[src/sram_pkg.sv]
// sram_pkg: shared types and codes for the sensor running average monitor
// no dependencies
`default_nettype none
package sram_pkg;

  typedef enum logic [1:0] {
    ST_OK      = 2'd0,
    ST_UNKNOWN = 2'd1,
    ST_FULL    = 2'd2
  } status_t;

  typedef enum logic [1:0] {
    AL_NONE = 2'd0,
    AL_HIGH = 2'd1,
    AL_LOW  = 2'd2
  } alarm_t;

  localparam logic OP_REGISTER = 1'b0;
  localparam logic OP_READING  = 1'b1;

  localparam logic [0:0] REG_MAX_TEMP = 1'b0;
  localparam logic [0:0] REG_MIN_TEMP = 1'b1;

  localparam logic signed [15:0] MAX_TEMP_RESET = 16'sd5120;
  localparam logic signed [15:0] MIN_TEMP_RESET = 16'sd2560;

  typedef enum logic [1:0] {
    S_IDLE  = 2'd0,
    S_SCAN  = 2'd1,
    S_CALC  = 2'd2,
    S_OUT   = 2'd3
  } fsm_t;

  // request word travelling along the row of cells
  typedef struct packed {
    logic        valid;
    logic        op;
    logic [15:0] probe_id;
    logic [15:0] room_id;
    logic signed [15:0] reading;
    logic [31:0] timestamp;
    logic        hit;
  } req_t;

endpackage
`default_nettype wire

[src/sram_avg.sv]
// sram_avg: window average and threshold alarm, one register stage
// depends on sram_pkg
`default_nettype none
module sram_avg #(
  parameter int WINDOW_LENGTH = 5,
  parameter int SUM_W = 20
) (
  input  wire logic                   clk,
  input  wire logic signed [SUM_W-1:0] sum_i,
  input  wire logic                   full_i,
  input  wire logic signed [15:0]     max_t,
  input  wire logic signed [15:0]     min_t,
  output logic signed [15:0]          avg_o,
  output sram_pkg::alarm_t            alarm_o
);
  import sram_pkg::*;

  localparam int SHIFT  = SUM_W + 4;
  localparam int PROD_W = SUM_W + SHIFT + 1;
  localparam logic [SHIFT:0] RECIP =
    (SHIFT+1)'(((64'd1 << SHIFT) + 64'(WINDOW_LENGTH - 1)) / 64'(WINDOW_LENGTH));

  logic [SUM_W-1:0]        mag;
  logic [PROD_W-1:0]       prod;
  logic [SUM_W-1:0]        quo;
  logic signed [SUM_W-1:0] q;
  logic signed [15:0]      avg_r;

  // magnitude times rounded-up reciprocal, sign restored: truncates toward zero
  assign mag  = sum_i[SUM_W-1] ? $unsigned(-sum_i) : $unsigned(sum_i);
  assign prod = PROD_W'(mag) * PROD_W'(RECIP);
  assign quo  = prod[SHIFT +: SUM_W];
  assign q    = !full_i ? '0 : (sum_i[SUM_W-1] ? -$signed(quo) : $signed(quo));

  always_ff @(posedge clk) begin
    avg_r <= q[15:0];
  end

  assign avg_o = avg_r;
  always_comb begin
    if (avg_r > max_t)      alarm_o = AL_HIGH;
    else if (avg_r < min_t) alarm_o = AL_LOW;
    else                    alarm_o = AL_NONE;
  end
endmodule
`default_nettype wire

[config.mk]
export PLATFORM = sky130hd
export DESIGN_NAME = sram_avg
export DESIGN_NICKNAME = d
export VERILOG_FILES = /design/src/sram_pkg.sv /design/src/sram_avg.sv
export SDC_FILE = /design/constraint.sdc
export NUM_CORES = 1
export LEC_CHECK = 0
export BUFFER_PORTS_ARGS = -buffer_cell sky130_fd_sc_hd__buf_2
export CAP_MARGIN = 20
export CORE_MARGIN = 5
export CORE_UTILIZATION = 47
export DETAILED_ROUTE_END_ITERATION = 10
export GPL_TIMING_DRIVEN = 0
export RECOVER_POWER = 50
export SYNTH_ARGS = -nofsm -noshare
export SYNTH_HDL_FRONTEND = slang
export SYNTH_SLANG_ARGS = --single-unit
[constraint.sdc]
create_clock -name clk -period 8.8 [get_ports clk]
set_clock_uncertainty 0.1 [all_clocks]
set_input_delay 0.44 -clock clk [delete_from_list [all_inputs] [get_ports clk]]
set_output_delay 0.44 -clock clk [all_outputs]
set_load 0.03 [all_outputs]
==> impl_metrics.toml <==
[logic_synthesis]
synthMuxAreaShare_pct = 0.539
synthArstFlopShare_pct = 0
synth.avg_cell_area_um2 = 8.99
synthSimpleGateAreaFrac_pct = 9.52
yosys_warnings = 0
syn-num-nets = 1440
synth-compound-area-share_pct = 11.8
synth_top_family_by_area = "adder cells"
ys_seq_area_share_pct = 3.45
syn-cell-area_mm2 = 0.00929
ys.flop_type = "dfxtp_1"
synthAdderAreaFrac_pct = 58.3
synth.distinct_cells = 67
synth_edf_count = 0
synth-seq-cells = 16
synth_xor_area_share_pct = 5.72
synthCells = 1034

[clock_network]
h-tree-depth = 1
cts-root-buf = "clkbuf_16"
cts_tree = "built"
hold_buffers = 0
clock_sink_count = 16
numCtsBuffers = 3
cts.path.max_buffers = 2
path_clk_slew_ps = 40

[worst_setup_path]
crit_buf_inv = 4
cp_top_family = "adder cells"
crit_top_cell = "fa_1"
max_stage_delay_ps = 540
cp_slowest_cell = "or4_1"
end_kind = "register"
cp-start-kind = "primary input"
critPathMaxFanout = 9
cp.arrival_ps = 8570
crit_type = "primary input to register"
critPathRequiredTime_ps = 8870

[global_routing]
grt_pass1_vias = 7287
grt_max_degree = 11
grt-ovfl-total = 0
grt_first_pass_wirelength_um = 36600
grt_antenna_before_repair = 0
grtUsageTotal_pct = 20.5

[min_path]
min_path_type = "primary input to register"
hold_end = "avg_o[13]"
hold_depth = 3
hold_start = "full_i"

[place]
io_buffer_count = 71
numPlacedInstances = 1370
post-dp-hpwl_um = 20300
place_congestion = 0.927

[cells_and_area]
num_antenna_cells = 0
final_cells = 1387
drive_gt1_share_pct = 12.9
fill_cells = 1848
nNetsFinal = 1530
largest_register_ffs = 16
syn2layout_area_growth_pct = 13.2

[drt]
drt-initial-drc-count = 310
firstDrtPassIters = 4
antenna_left = 0
vias = 7098
wirelength_um = 22800
post_drt_wl_per_cell_um = 16.5
drc = 0
avgViaCountPerCell = 5.12

[timing]
period_share_pct = 96.6
maxSlewHeadroom_pct = 44.6
tightestPinTransition_ps = 811
fin_crit_ps = 8500
fmax_mhz = 118
slew_violations = 0
setup_viol = 0
rsz0062_at_grt = "false"
hold_viol_final = 0

[run_status]
outcome = "finished, final reports clean"

[floorplanning]
row_count = 51
die_y_um = 151
core_mm2 = 0.0195
num_io_pins = 72
dieArea_mm2 = 0.0227
die_w_um = 151
initial_utilization_pct = 47.7

[flow_run]
maxCapViolations = 0
## per-layer routing
layer	wire, µm	vias to the layer above	global-route usage (%)
met4	544	0	4.58
met3	1100	29	1.84
met1	10600	3340	27.8
met2	10600	150	35.6
li1	-	3579	-
met5	0	-	0
## placed cells by master, fill, tap and decap left out, drive strengths merged, types with 10 or more instances in the layout
master  Yosys  layout
o21ai      37      37
a21oi      47      47
xnor2      33      33
clkbuf      9      26
ha        217     217
a21o       14      14
fa        135     135
nor3       10      10
nand4      13      13
inv       253     253
xor2       26      26
nand3      11      11
nand2      55      55
nand2b     10      10
buf         1      72
nor2       38      38
dfxtp      16      16
## tightest hold or removal path: stages
cell and delay (ps):
buf_2 130, nand2_1 50, mux2i_1 50
## synth_stat cells, types with 2 or more instances
library cell / instances / area [µm²]
nor2b_1: 4 / 25.0
nand3_1: 10 / 50.1
o21ai_0: 32 / 160
nor4_1: 3 / 18.8
o21ai_1: 5 / 25.0
nand2_1: 55 / 206
nand4_1: 13 / 81.3
a21oi_1: 45 / 225
ha_1: 217 / 2720
o41ai_1: 6 / 52.6
o21bai_1: 4 / 30.0
a311oi_1: 2 / 17.5
xor2_1: 25 / 219
o31ai_1: 7 / 52.6
or4_1: 2 / 15.0
and3_1: 7 / 43.8
xnor2_1: 32 / 280
a211oi_2: 2 / 25.0
fa_1: 135 / 2700
a21o_1: 14 / 105
o21a_1: 6 / 45.0
dfxtp_1: 16 / 320
or3_1: 4 / 25.0
and4_1: 3 / 26.3
inv_1: 253 / 950
a2111oi_0: 3 / 26.3
a211oi_1: 7 / 52.6
and2_1: 8 / 50.1
a21oi_2: 2 / 17.5
mux2i_1: 5 / 50.1
a31oi_1: 3 / 18.8
o211ai_1: 4 / 30.0
clkbuf_1: 9 / 33.8
a2111o_1: 4 / 45.0
nand2b_1: 9 / 56.3
o41ai_2: 2 / 32.5
nor2_1: 38 / 143
nor3_1: 9 / 45.0
## metrics by stage
| step | cell area (µm²) | setup TNS, ps | hold WS, ps | worst slack [ps] | util [%] |
|---|---|---|---|---|---|
| floorplan | 9290 | 0 | 479 | 708 | - |
| global placement | 9980 | -5290 | 632 | -727 | 51.3 |
| detailed placement | 9980 | -5650 | 643 | -795 | 51.3 |
| CTS | 10100 | 0 | 388 | 6.86 | 52.1 |
| global route | 10500 | 0 | 409 | 20.1 | 54.1 |
| finish | 10500 | 0 | 389 | 300 | 54.1 |
## kinds of logic after synthesis
kind of cell    Yosys count
compound gates          163
xor+xnor                 59
fa+ha+maj               352
buf+inv                 263
flops                    16
mux                       5
simple gates            176
## worst max-delay path by stage
stage / startpoint / end / slack [ps] / cells after the start
after global placement: sum_i[4] / avg_o[14] / -730 / 28
after CTS: sum_i[4] / avg_o[15] / 7 / 28
after floorplan: sum_i[4] / avg_o[14] / 710 / 28
final: sum_i[4] / avg_o[14] / 300 / 27
after global routing: sum_i[4] / avg_o[14] / 20 / 26
after detailed placement: sum_i[4] / avg_o[14] / -800 / 28
## layout make-up
type | instances | area, µm² | area share (%)
multi-input cells | 755 | 8350 | 79.4
inverters | 253 | 950 | 9.03
repair buffers | 87 | 455 | 4.33
well taps | 265 | 332 | 3.15
flip-flops and latches | 16 | 320 | 3.04
clock buffers | 3 | 75.1 | 0.714
plain buffers | 8 | 33.8 | 0.321
## timing repair
item,4_1_cts,5_1_grt
hold endpoints to repair,0,0
gates resized for setup,14,60
pin swaps,4,13
endpoints found under the setup margin,10,12
buffers inserted,3,13
Power is not shown: default switching activity piles up to over one toggle a cycle in this logic, so the estimate is an artifact.
