## src/sram_pkg.sv

```systemverilog
// sram_pkg: shared types and codes for the sensor running average monitor
// no dependencies
`default_nettype none
package sram_pkg;

  typedef enum logic [1:0] {
    ST_OK      = 2'd0,
    ST_UNKNOWN = 2'd1,
    ST_FULL    = 2'd2
  } status_t;

  typedef enum logic [1:0] {
    AL_NONE = 2'd0,
    AL_HIGH = 2'd1,
    AL_LOW  = 2'd2
  } alarm_t;

  localparam logic OP_REGISTER = 1'b0;
  localparam logic OP_READING  = 1'b1;

  localparam logic [0:0] REG_MAX_TEMP = 1'b0;
  localparam logic [0:0] REG_MIN_TEMP = 1'b1;

  localparam logic signed [15:0] MAX_TEMP_RESET = 16'sd5120;
  localparam logic signed [15:0] MIN_TEMP_RESET = 16'sd2560;

  typedef enum logic [1:0] {
    S_IDLE  = 2'd0,
    S_SCAN  = 2'd1,
    S_CALC  = 2'd2,
    S_OUT   = 2'd3
  } fsm_t;

  // request word travelling along the row of cells
  typedef struct packed {
    logic        valid;
    logic        op;
    logic [15:0] probe_id;
    logic [15:0] room_id;
    logic signed [15:0] reading;
    logic [31:0] timestamp;
    logic        hit;
  } req_t;

endpackage
`default_nettype wire

```

## src/sram_cell.sv

```systemverilog
// sram_cell: one sensor table entry with its reading window
// depends on sram_pkg; the request word passes to the next cell each cycle
`default_nettype none
module sram_cell #(
  parameter int WINDOW_LENGTH = 5,
  parameter int SUM_W = 20,
  parameter int FILL_W = 3
) (
  input  wire logic                   clk,
  input  wire logic                   rst_n,
  input  wire logic                   clear,
  input  wire logic                   alloc,
  input  wire logic [15:0]            new_id,
  input  wire logic [15:0]            new_room,
  input  wire sram_pkg::req_t         req_in,
  output sram_pkg::req_t              req_out,
  output logic                        hit_now,
  output logic [15:0]                 room_o,
  output logic [31:0]                 time_o,
  output logic signed [SUM_W-1:0]     sum_o,
  output logic                        full_o
);
  import sram_pkg::*;

  logic                    used_r;
  logic [15:0]             id_r;
  logic [15:0]             room_r;
  logic [31:0]             time_r;
  logic [FILL_W-1:0]       fill_r;
  logic signed [15:0]      win_r [WINDOW_LENGTH];
  logic signed [SUM_W-1:0] sum_r;
  req_t                    req_r;
  req_t                    req_nxt;
  logic                    take;

  assign hit_now = req_in.valid && !req_in.hit && req_in.op == OP_READING && used_r &&
                   id_r == req_in.probe_id;
  assign take = hit_now;

  always_ff @(posedge clk) begin
    if (!rst_n || clear) begin
      used_r <= 1'b0;
    end else if (alloc) begin
      used_r <= 1'b1;
    end
  end

  always_comb begin
    req_nxt     = req_in;
    req_nxt.hit = req_in.hit | hit_now;
  end

  always_ff @(posedge clk) begin
    if (!rst_n) begin
      req_r.valid <= 1'b0;
    end else begin
      req_r <= req_nxt;
    end
  end
  assign req_out = req_r;

  always_ff @(posedge clk) begin
    if (alloc) begin
      id_r   <= new_id;
      room_r <= new_room;
      time_r <= '0;
      fill_r <= '0;
      sum_r  <= '0;
    end else if (take) begin
      time_r <= req_in.timestamp;
      if (fill_r != FILL_W'(WINDOW_LENGTH)) fill_r <= fill_r + 1'b1;
      // running sum: add newest, drop oldest once window full
      if (fill_r == FILL_W'(WINDOW_LENGTH))
        sum_r <= sum_r + SUM_W'(req_in.reading) - SUM_W'(win_r[0]);
      else
        sum_r <= sum_r + SUM_W'(req_in.reading);
      for (int k = 0; k < WINDOW_LENGTH - 1; k++) win_r[k] <= win_r[k+1];
      win_r[WINDOW_LENGTH-1] <= req_in.reading;
    end
  end

  assign room_o = room_r;
  assign time_o = time_r;
  assign sum_o  = sum_r;
  assign full_o = fill_r == FILL_W'(WINDOW_LENGTH);
endmodule
`default_nettype wire

```

## config.mk

```make
export PLATFORM = sky130hd
export DESIGN_NAME = sram_cell
export DESIGN_NICKNAME = d
export VERILOG_FILES = /design/src/sram_pkg.sv /design/src/sram_cell.sv
export SDC_FILE = /design/constraint.sdc
export NUM_CORES = 1
export LEC_CHECK = 0
export ABC_AREA = 1
export BUFFER_PORTS_ARGS = -buffer_cell sky130_fd_sc_hd__buf_2
export CORE_MARGIN = 5
export CORE_UTILIZATION = 53
export CTS_CLUSTER_SIZE = 20
export DETAILED_ROUTE_END_ITERATION = 12
export HOLD_SLACK_MARGIN = 0.03
export PLACE_DENSITY = 0.8
export SYNTH_ARGS = -nofsm -noshare
export SYNTH_HDL_FRONTEND = slang
export SYNTH_SLANG_ARGS = --single-unit
export TNS_END_PERCENT = 1
```

## constraint.sdc

```tcl
create_clock -name clk -period 6.68 [get_ports clk]
set_clock_uncertainty 0.2 [all_clocks]
set_input_delay 1.336 -clock clk [delete_from_list [all_inputs] [get_ports clk]]
set_output_delay 1.336 -clock clk [all_outputs]
set_load 0.01 [all_outputs]
```

==> metrics.cfg, run 1 <==
[logic_synthesis]
yosysMostFrequentCell = nand2_1
yosysTopAreaCell = edfxtp_1
syn-mean-instance-area_um2 = 10.63
synth_edf_count = 194
synth_seq_cells = 251
syn_inst = 1014
ys_seq_area_share_pct = 64.62
synth_top_area_share_pct = 54.04
synthArstFlopShare_pct = 0
synthFlopType = edfxtp_1
netlist_top_cells_count = nand2_1 (203), edfxtp_1 (194), nor2_1 (141)
syn_area_um2 = 10780
synth_warnings = 0
ys_top_cells_by_area = edfxtp_1 (54%), dfxtp_1 (11%), nand2_1 (7.1%)
synth_cell_types = 41
syn-num-nets = 1175

[detailed_routing]
via_per_inst = 5.170
wl_per_cell_um = 17.28
drt_wl_total_mm = 27.45
antenna_left = 0
drtPass1Iterations = 6
dr.first_iter.drc_count = 514
remaining_drc_errors = 0
vias = 8210

[global_routing]
grt_pass1_wl_mm = 43.10
grt_max_degree = 82
grt.total_usage_pct = 22.95
overflow = 0
grt_pass1_vias = 8383
antenna_found_initial = 2

[final_layout]
seqCellArea_um2 = 6967
multi_input_area_um2 = 3318
layout-drive-gt1-share_pct = 24.37
fillers = 1578
area_growth_syn_to_layout_pct = 22.48
layout.nets = 1461
fin_area_um2 = 13200

[clocking]
hold_buffers = 0
postCtsSetupRepairBufs = 0
clock_latency_ns = 0.53
cts_made_buffers = 27
cts_buffer_depth = 3
root_buffer = clkbuf_16
path_clk_slew_ns = 0.06
cts_resized = 0
tritoncts = built
htreeDepth = 1
cts.sink_count = 251

[flow_run]
drv_cap = 0

[sta]
slew_viol_final = 0
fmax_mhz = 199.3
rsz0062_at_grt = no
fin_setup_tns_ns = 0
relSlewSlack_pct = 27.59
setup_ws_ns = 1.662
final-setup-viol-count = 0
worst_slew_pin_slew_ns = 1.084
hold_viol = 0
min_period_over_period_pct = 75.12
post-route-min-period_ns = 5.018

[worst_setup_path]
cp_common_cell = nand2_1
r2r_start = sum_o[2]
end_kind = primary output
r2r_slack_ns = 2.93
cp.required_ns = 5.14
startpoint_type = input port
crit_slowest_cell = nand3_2
cpPeakStageDelay_ns = 0.62
path_max_fanout = 34
criticalPathCategory = input port to primary output
reg2reg_to = sum_o[14]
worst_ep_arrival_time_ns = 3.48
worst-r2r-cell-count = 17
path_cells = buf_2 -> inv_1 -> nand2_1 -> nand2_1 -> nor3_1 -> nand2_1 -> nor2_1 -> nand3_2 -> inv_2 -> buf_2

[worst_hold_path]
min_delay_path_depth = 0
holdPathEnd = win_r[0][62]
min-delay-path-class = flip-flop to flip-flop
min-delay-start = win_r[0][78]

[pwr]
ir_worst_vdd_mv = 0.2311
leakage_nw = 6.111
power_density_nw_per_um2 = 254.0

[placement]
post-place-ws_ns = 1.717
port_buffers = 271
dp_hpwl_mm = 20.09
placed_cell_area_um2 = 12410
place_congestion = 0.9028

[run_status]
status = complete, no violations

[floorplanning]
rows = 52
die_area_um2 = 23290
start_util_pct = 53.62
core-area_um2 = 20100
dieHeight_um = 152.6
io_pins = 272
die_w_um = 152.6

## logic make-up (layout without fill, tap and decap cells)
group	Yosys count	count (layout)	synth area share, %
adder cells (fa/ha/maj)	42	42	5.014
other	0	1	0
XOR/XNOR	21	21	1.706
flip-flops	251	251	64.62
AO/OA/AOI/OAI	126	126	6.442
buffers and inverters	124	427	4.666
AND/OR/NAND/NOR	450	450	17.55
## through the flow
step	power, mW	utilization, %	hold WS (ns)	std cells
global route	3.491	65.66	0.2221	1587
CTS	3.390	65.66	0.2109	1587
global placement	2.034	61.71	0.2009	1541
detailed placement	2.041	61.71	0.2045	1541
finish	3.353	65.68	0.2140	1588
floorplan	1.906	-	0.2003	1014
## routing by layer
metal	track usage, %	vias up	wire (um)	share of wire [%]
li1	-	4023	-	-
met3	5.425	77	2249	8.2
met4	8.401	2	1006	3.7
met2	41.39	323	14010	51
met1	26.65	3785	10170	37
met5	0	-	13	0.047
## cell usage in the layout (no fill, tap or decap), types with 2 or more instances in the layout
| cell type | synthesis | layout |
|---|---|---|
| nand3_1 | 65 | 65 |
| nor3_1 | 5 | 5 |
| clkbuf_8 | 0 | 3 |
| edfxtp_1 | 194 | 194 |
| clkinv_1 | 1 | 4 |
| o2111ai_1 | 2 | 2 |
| and2_1 | 7 | 7 |
| a21o_1 | 2 | 2 |
| fa_1 | 2 | 2 |
| o21ai_1 | 26 | 26 |
| clkinvlp_4 | 0 | 3 |
| o21a_1 | 8 | 8 |
| buf_2 | 2 | 270 |
| nor2_1 | 141 | 140 |
| nand3b_1 | 4 | 4 |
| and3_1 | 2 | 2 |
| nand2_1 | 203 | 203 |
| or2_1 | 3 | 3 |
| buf_4 | 1 | 4 |
| o21bai_1 | 9 | 9 |
| a21oi_1 | 53 | 53 |
| xor2_1 | 9 | 9 |
| nand4_1 | 8 | 8 |
| ha_1 | 40 | 40 |
| or2_2 | 5 | 5 |
| clkbuf_16 | 0 | 27 |
| clkinv_2 | 1 | 2 |
| o21ai_0 | 22 | 22 |
| clkbuf_1 | 10 | 8 |
| inv_1 | 104 | 104 |
| xnor2_1 | 12 | 12 |
| dfxtp_1 | 57 | 57 |
| nor4_1 | 2 | 2 |
## worst max-delay path, delay by kind of cell
kind	cells	cell delay, ns
AND/OR/NAND/NOR	6	1.19
buffers and inverters	4	0.94
## how the worst max path moves through the flow
stage / from / endpoint / slack, ns / depth (start not counted)
after floorplan: req_in[72] / win_r[0][0] / 0.64 / 7
after global placement: req_in[72] / hit_now / 1.74 / 9
after detailed placement: req_in[72] / hit_now / 1.72 / 9
after CTS: req_in[72] / hit_now / 1.67 / 10
after global routing: req_in[72] / hit_now / 1.40 / 9
final: req_in[72] / hit_now / 1.66 / 10
## report_power, final
part / switching [mW] / internal, mW
logic: 0.160 / 0.0981
clock network: 0.570 / 0.772
registers: 0.0158 / 1.74
total: 0.746 / 2.61
## sequential cells by signal, summed over array words and instances, names as in the netlist
signal   cells
req_out     83
win_r       80
sum_o       20
fill_r       3
used_r       1
room_o      16
time_o      32
id_r        16
## final cells by class
type | count | share of cell area [%]
clock buffer | 38 | 5.657
timing repair buffer | 274 | 10.46
multi-input combinational | 639 | 25.13
inverter | 107 | 3.051
tap | 270 | 2.559
sequential | 251 | 52.76
clock inverter | 8 | 0.3601
antenna | 1 | 0.01895
No activity file was read; power rests on OpenSTA's default activity.
==> run 2: changes to the inputs <==
- clock period: 6.68 -> 4.9 ns (I/O delays scaled with it)
==> metrics.cfg, run 2 (synthesis results as in run 1) <==
[global_routing]
antenna_found_initial = 0
grt_pass1_vias = 8432
grt_max_degree = 85
grt_pass1_wl_mm = 44.49
grt.total_usage_pct = 23.74
overflow = 0

[sta]
slew_viol_final = 0
hold_viol = 0
rsz0062_at_grt = no
fmax_mhz = 252.1
relSlewSlack_pct = 25.50
min_period_over_period_pct = 80.94
setup_ws_ns = 0.9338
post-route-min-period_ns = 3.966
fin_hold_ws_ns = 0.2152
final-setup-viol-count = 0
fin_setup_tns_ns = 0
worst_slew_pin_slew_ns = 1.117

[final_layout]
area_growth_syn_to_layout_pct = 23.73
final_cell_mix = buf_2 (270), nand2_1 (203), edfxtp_1 (194)
antenna_cells = 0
layout-drive-gt1-share_pct = 25.38
largest_reg_flops = 83
fin_area_um2 = 13340
instances_no_fill = 1594
layout.nets = 1465
final_common_cell = buf_2

[clocking]
postCtsSetupRepairBufs = 0
cts_made_buffers = 26
cts.sink_count = 251
cts_resized = 0
cts_buffer_depth = 3
tritoncts = built
path_clk_slew_ns = 0.06
clock_latency_ns = 0.54
hold_buffers = 0
root_buffer = clkbuf_16
htreeDepth = 1

[placement]
place_congestion = 0.9946
place_inst = 1546
post-place-ws_ns = 0.4935
placed_cell_area_um2 = 12460
dp_hpwl_mm = 20.84
port_buffers = 271

[worst_setup_path]
end_kind = flip-flop
cpPeakStageDelay_ns = 0.37
path_max_fanout = 6
cp_common_cell = nand2_1
path_buf_inv = 2
crit_slowest_cell = ha_1
worst_ep_arrival_time_ns = 4.20
cp.required_ns = 5.13
startpoint_type = input port
path_delay_family = simple AND/OR/NAND/NOR gates
criticalPathCategory = input port to flip-flop
path_cells = buf_2 -> ha_1 -> a21oi_1 -> nand2_1 -> nand2_1 -> nand3_1 -> a21oi_1 -> nand2_1 -> and2_1 -> ha_1 -> nand2_1 -> o21ai_0 -> a21oi_1 -> or2_2 -> nand2_1 -> nand3_1 -> nand2_1 -> inv_1

[pwr]
leakage_nw = 6.191
power_density_nw_per_um2 = 352.3
ir_worst_vdd_mv = 0.3136

[floorplanning]
rows = 52
dieHeight_um = 152.6
start_util_pct = 53.62
io_pins = 272
die_area_um2 = 23290
die_w_um = 152.6
core-area_um2 = 20100

[run_status]
status = complete, no violations

[detailed_routing]
remaining_drc_errors = 0
via_per_inst = 5.163
antenna_left = 0
drtPass1Iterations = 8
vias = 8230
dr.first_iter.drc_count = 603
wl_per_cell_um = 17.70
drt_wl_total_mm = 28.22

[flow_run]
drv_cap = 0

[worst_hold_path]
min-delay-path-class = flip-flop to flip-flop

## run 2: changes by cell type in the layout (fill, tap and decap cells not counted)
cell,previous run,this run
buf_12,0,1
clkbuf_8,3,4
bufinv_16,0,2
diode_2,1,0
clkbuf_16,27,26
clkinv_4,0,1
clkinv_16,0,1
clkbuf_1,8,0
clkinv_2,2,8
buf_4,4,8
## run 2: area by class of cell
| cell class | count | area, um^2 |
|---|---|---|
| tap | 270 | 337.8 |
| timing repair buffer | 279 | 1431 |
| clock inverter | 18 | 176.4 |
| fill | 1557 | 6765 |
| clock buffer | 30 | 705.7 |
| multi-input combinational | 639 | 3318 |
| sequential | 251 | 6967 |
| inverter | 107 | 402.9 |
## run 2: worst paths after layout
| path | from | endpoint | slack (ns) | cells after the start |
|---|---|---|---|---|
| hold / removal | win_r[0][51] | win_r[0][35] | 0.22 | 0 |
| hold reg to reg | win_r[0][51] | win_r[0][35] | 0.22 | 0 |
| setup / recovery | req_in[35] | sum_o[12] | 0.93 | 18 |
| setup reg to reg | sum_o[2] | sum_o[12] | 1.17 | 17 |
## run 2: metrics by stage
step | utilization (%) | total power, mW
5_1_grt | 66.35 | 4.874
3_5_place_dp | 61.96 | 2.785
6_report | 66.35 | 4.699
4_1_cts | 66.35 | 4.746
3_3_place_gp | 61.96 | 2.774
2_1_floorplan | - | 2.598
## run 2: power breakdown
part	total (mW)	switching, mW	leakage [nW]	internal (mW)
sequential	2.39	0.0216	2.29	2.37
combinational	0.352	0.219	3.47	0.134
clock	1.96	0.811	0.430	1.15
## run 2: worst reg2reg max path: stages, from the launching register on
cell	delay [ns]
dfxtp_1	0.34
ha_1	0.36
a21oi_1	0.22
nand2_1	0.15
nand2_1	0.10
nand3_1	0.17
a21oi_1	0.28
nand2_1	0.12
and2_1	0.18
ha_1	0.37
nand2_1	0.14
o21ai_0	0.33
a21oi_1	0.10
or2_2	0.28
nand2_1	0.09
nand3_1	0.09
nand2_1	0.07
inv_1	0.03
## run 2: metal layers
metal	vias to the layer above	share of wire (%)	GRT usage, %
li1	4023	-	-
met1	3808	38	28.27
met2	334	51	42.47
met3	65	7.7	5.567
met4	0	3.6	7.849
met5	-	0	0
==> run 3: changes to the inputs <==
- ABC_AREA: 1 -> 0
- CORE_UTILIZATION: 53 -> 47
- PLACE_DENSITY: 0.8 -> 0.75
- clock period: 4.9 -> 3.3 ns (I/O delays scaled with it)
==> metrics.cfg, run 3 <==
[run_status]
status = finished, violations left
violations = setup timing

[logic_synthesis]
syn_inst = 766
synth_top_area_share_pct = 57.36
synth_cell_types = 63
netlist_top_cells_count = edfxtp_1 (194), nand2_1 (96), a21oi_1 (63)
synth_edf_count = 194
syn-mean-instance-area_um2 = 13.26
ys_top_cells_by_area = edfxtp_1 (57%), dfxtp_1 (11%), ha_1 (4.9%)
yosysMostFrequentCell = edfxtp_1
ys_seq_area_share_pct = 68.60
syn_area_um2 = 10160
synthArstFlopShare_pct = 0
syn-num-nets = 927
synthFlopType = edfxtp_1
yosysTopAreaCell = edfxtp_1
synth_warnings = 0
synth_seq_cells = 251

[detailed_routing]
dr.first_iter.drc_count = 461
remaining_drc_errors = 0
antenna_left = 0
drt_wl_total_mm = 25.91
drtPass1Iterations = 4
wl_per_cell_um = 17.66
vias = 7549
via_per_inst = 5.146

[worst_setup_path]
cp.required_ns = 3.55
path_max_fanout = 5
worst_ep_arrival_time_ns = 4.42
criticalPathCategory = flip-flop to flip-flop
startpoint_type = flip-flop
end_kind = flip-flop
r2r_slack_ns = -0.87

[final_layout]
layout.nets = 1334
layout-drive-gt1-share_pct = 40.69
instances_no_fill = 1467
largest_reg_flops = 83
final_common_cell = buf_2
area_growth_syn_to_layout_pct = 34.74
antenna_cells = 0
utilization_pct = 64.69
multi_input_area_um2 = 3104
final_cell_mix = buf_2 (269), edfxtp_1 (194), buf_4 (130)
fillers = 1661
fin_area_um2 = 13680
seqCellArea_um2 = 6968

[floorplanning]
core-area_um2 = 21150
start_util_pct = 48.01
die_w_um = 157
io_pins = 272
die_area_um2 = 24650
dieHeight_um = 157
rows = 53

[clocking]
root_buffer = clkbuf_16
cts.sink_count = 251
cts_buffer_depth = 3
tritoncts = built
cts_made_buffers = 26
path_clk_slew_ns = 0.06
clock_latency_ns = 0.53
htreeDepth = 1

[sta]
rsz0062_at_grt = yes
setup_ws_ns = -0.8678
min_period_over_period_pct = 126.3
fmax_mhz = 239.9
final-setup-viol-count = 11
fin_setup_tns_ns = -6.376
slew_viol_final = 0
relSlewSlack_pct = 56.41
hold_viol = 0
worst_slew_pin_slew_ns = 0.6539
fin_hold_ws_ns = 0.08670
post-route-min-period_ns = 4.168

[pwr]
leakage_nw = 5.808
p_total_mw = 6.800
ir_worst_vdd_mv = 0.4834
power_density_nw_per_um2 = 496.9

[worst_hold_path]
min-delay-path-class = input port to flip-flop

[global_routing]
grtUsageMet3_pct = 4.124
grt_pass1_vias = 7671
grt_max_degree = 85
grt_pass1_wl_mm = 39.65
use_met2_pct = 34.24
grt.total_usage_pct = 20.07
overflow = 0
antenna_found_initial = 0
busiest_layer = met2
grt_use_met1_pct = 25.87

[placement]
port_buffers = 271
post-place-ws_ns = -1.417
placed_cell_area_um2 = 12780
dp_hpwl_mm = 18.88
place_inst = 1418
place_congestion = 0.8946

[flow_run]
drv_cap = 0

==> run 3: worst max-delay path, stage by stage (launching register included) <==
cell,delay (ns)
dfxtp_2,0.33
ha_4,0.16
fa_2,0.40
a211oi_2,0.23
nor2_2,0.09
o211ai_1,0.26
nand2_1,0.14
a21oi_2,0.17
o21ai_1,0.10
xor2_1,0.16
ha_1,0.38
a211oi_2,0.20
o211a_1,0.21
and3_4,0.18
a311oi_2,0.04
o311ai_1,0.10
xor3_1,0.28
or3_1,0.31
a21oi_1,0.14
==> run 3: layout make-up <==
cell class | count | share of cell area [%]
tap | 275 | 2.514
clock buffer | 32 | 5.139
timing repair buffer | 401 | 17.26
clock inverter | 15 | 0.6857
multi-input combinational | 464 | 22.68
inverter | 29 | 0.7955
sequential | 251 | 50.92
==> run 3: path summary, 6_finish.rpt <==
check / from / endpoint / cells after the start
worst max-delay path: sum_o[0] / sum_o[19] / 18
worst min-delay path: clear / used_r / 2
worst max register to register: sum_o[0] / sum_o[19] / 18
worst min register to register: win_r[0][22] / win_r[0][6] / 0
==> run 3: repair_timing <==
action / 4_1_cts / 5_1_grt
pin swaps: 6 / 8
setup buffers: 1 / 1
hold buffers: 0 / 0
setup endpoints to repair: 13 / 14
cloned: 0 / 0
resized for setup: 17 / 8
==> run 3: report_power, final <==
group / switching, mW / internal (mW) / total [mW]
combinational: 0.295 / 0.250 / 0.545
sequential: 0.0283 / 3.51 / 3.54
clock: 1.19 / 1.52 / 2.71
total: 1.52 / 5.28 / 6.80
==> run 3: logic make-up (layout without fill, tap and decap cells) <==
kind of cell / count (synthesis) / count (layout) / synth area share, %
flops: 251 / 251 / 68.60
simple gates: 212 / 212 / 9.289
compound gates: 166 / 166 / 10.72
buf+inv: 51 / 477 / 2.094
fa+ha+maj: 42 / 42 / 5.322
xor+xnor: 42 / 42 / 3.770
mux: 2 / 2 / 0.2094
==> run 3: per-layer routing <==
layer  share of wire, %  wire [um]
met1                 41      10580
met2                 49      12760
met3                6.6       1718
met4                3.3        853
met5                  0          0
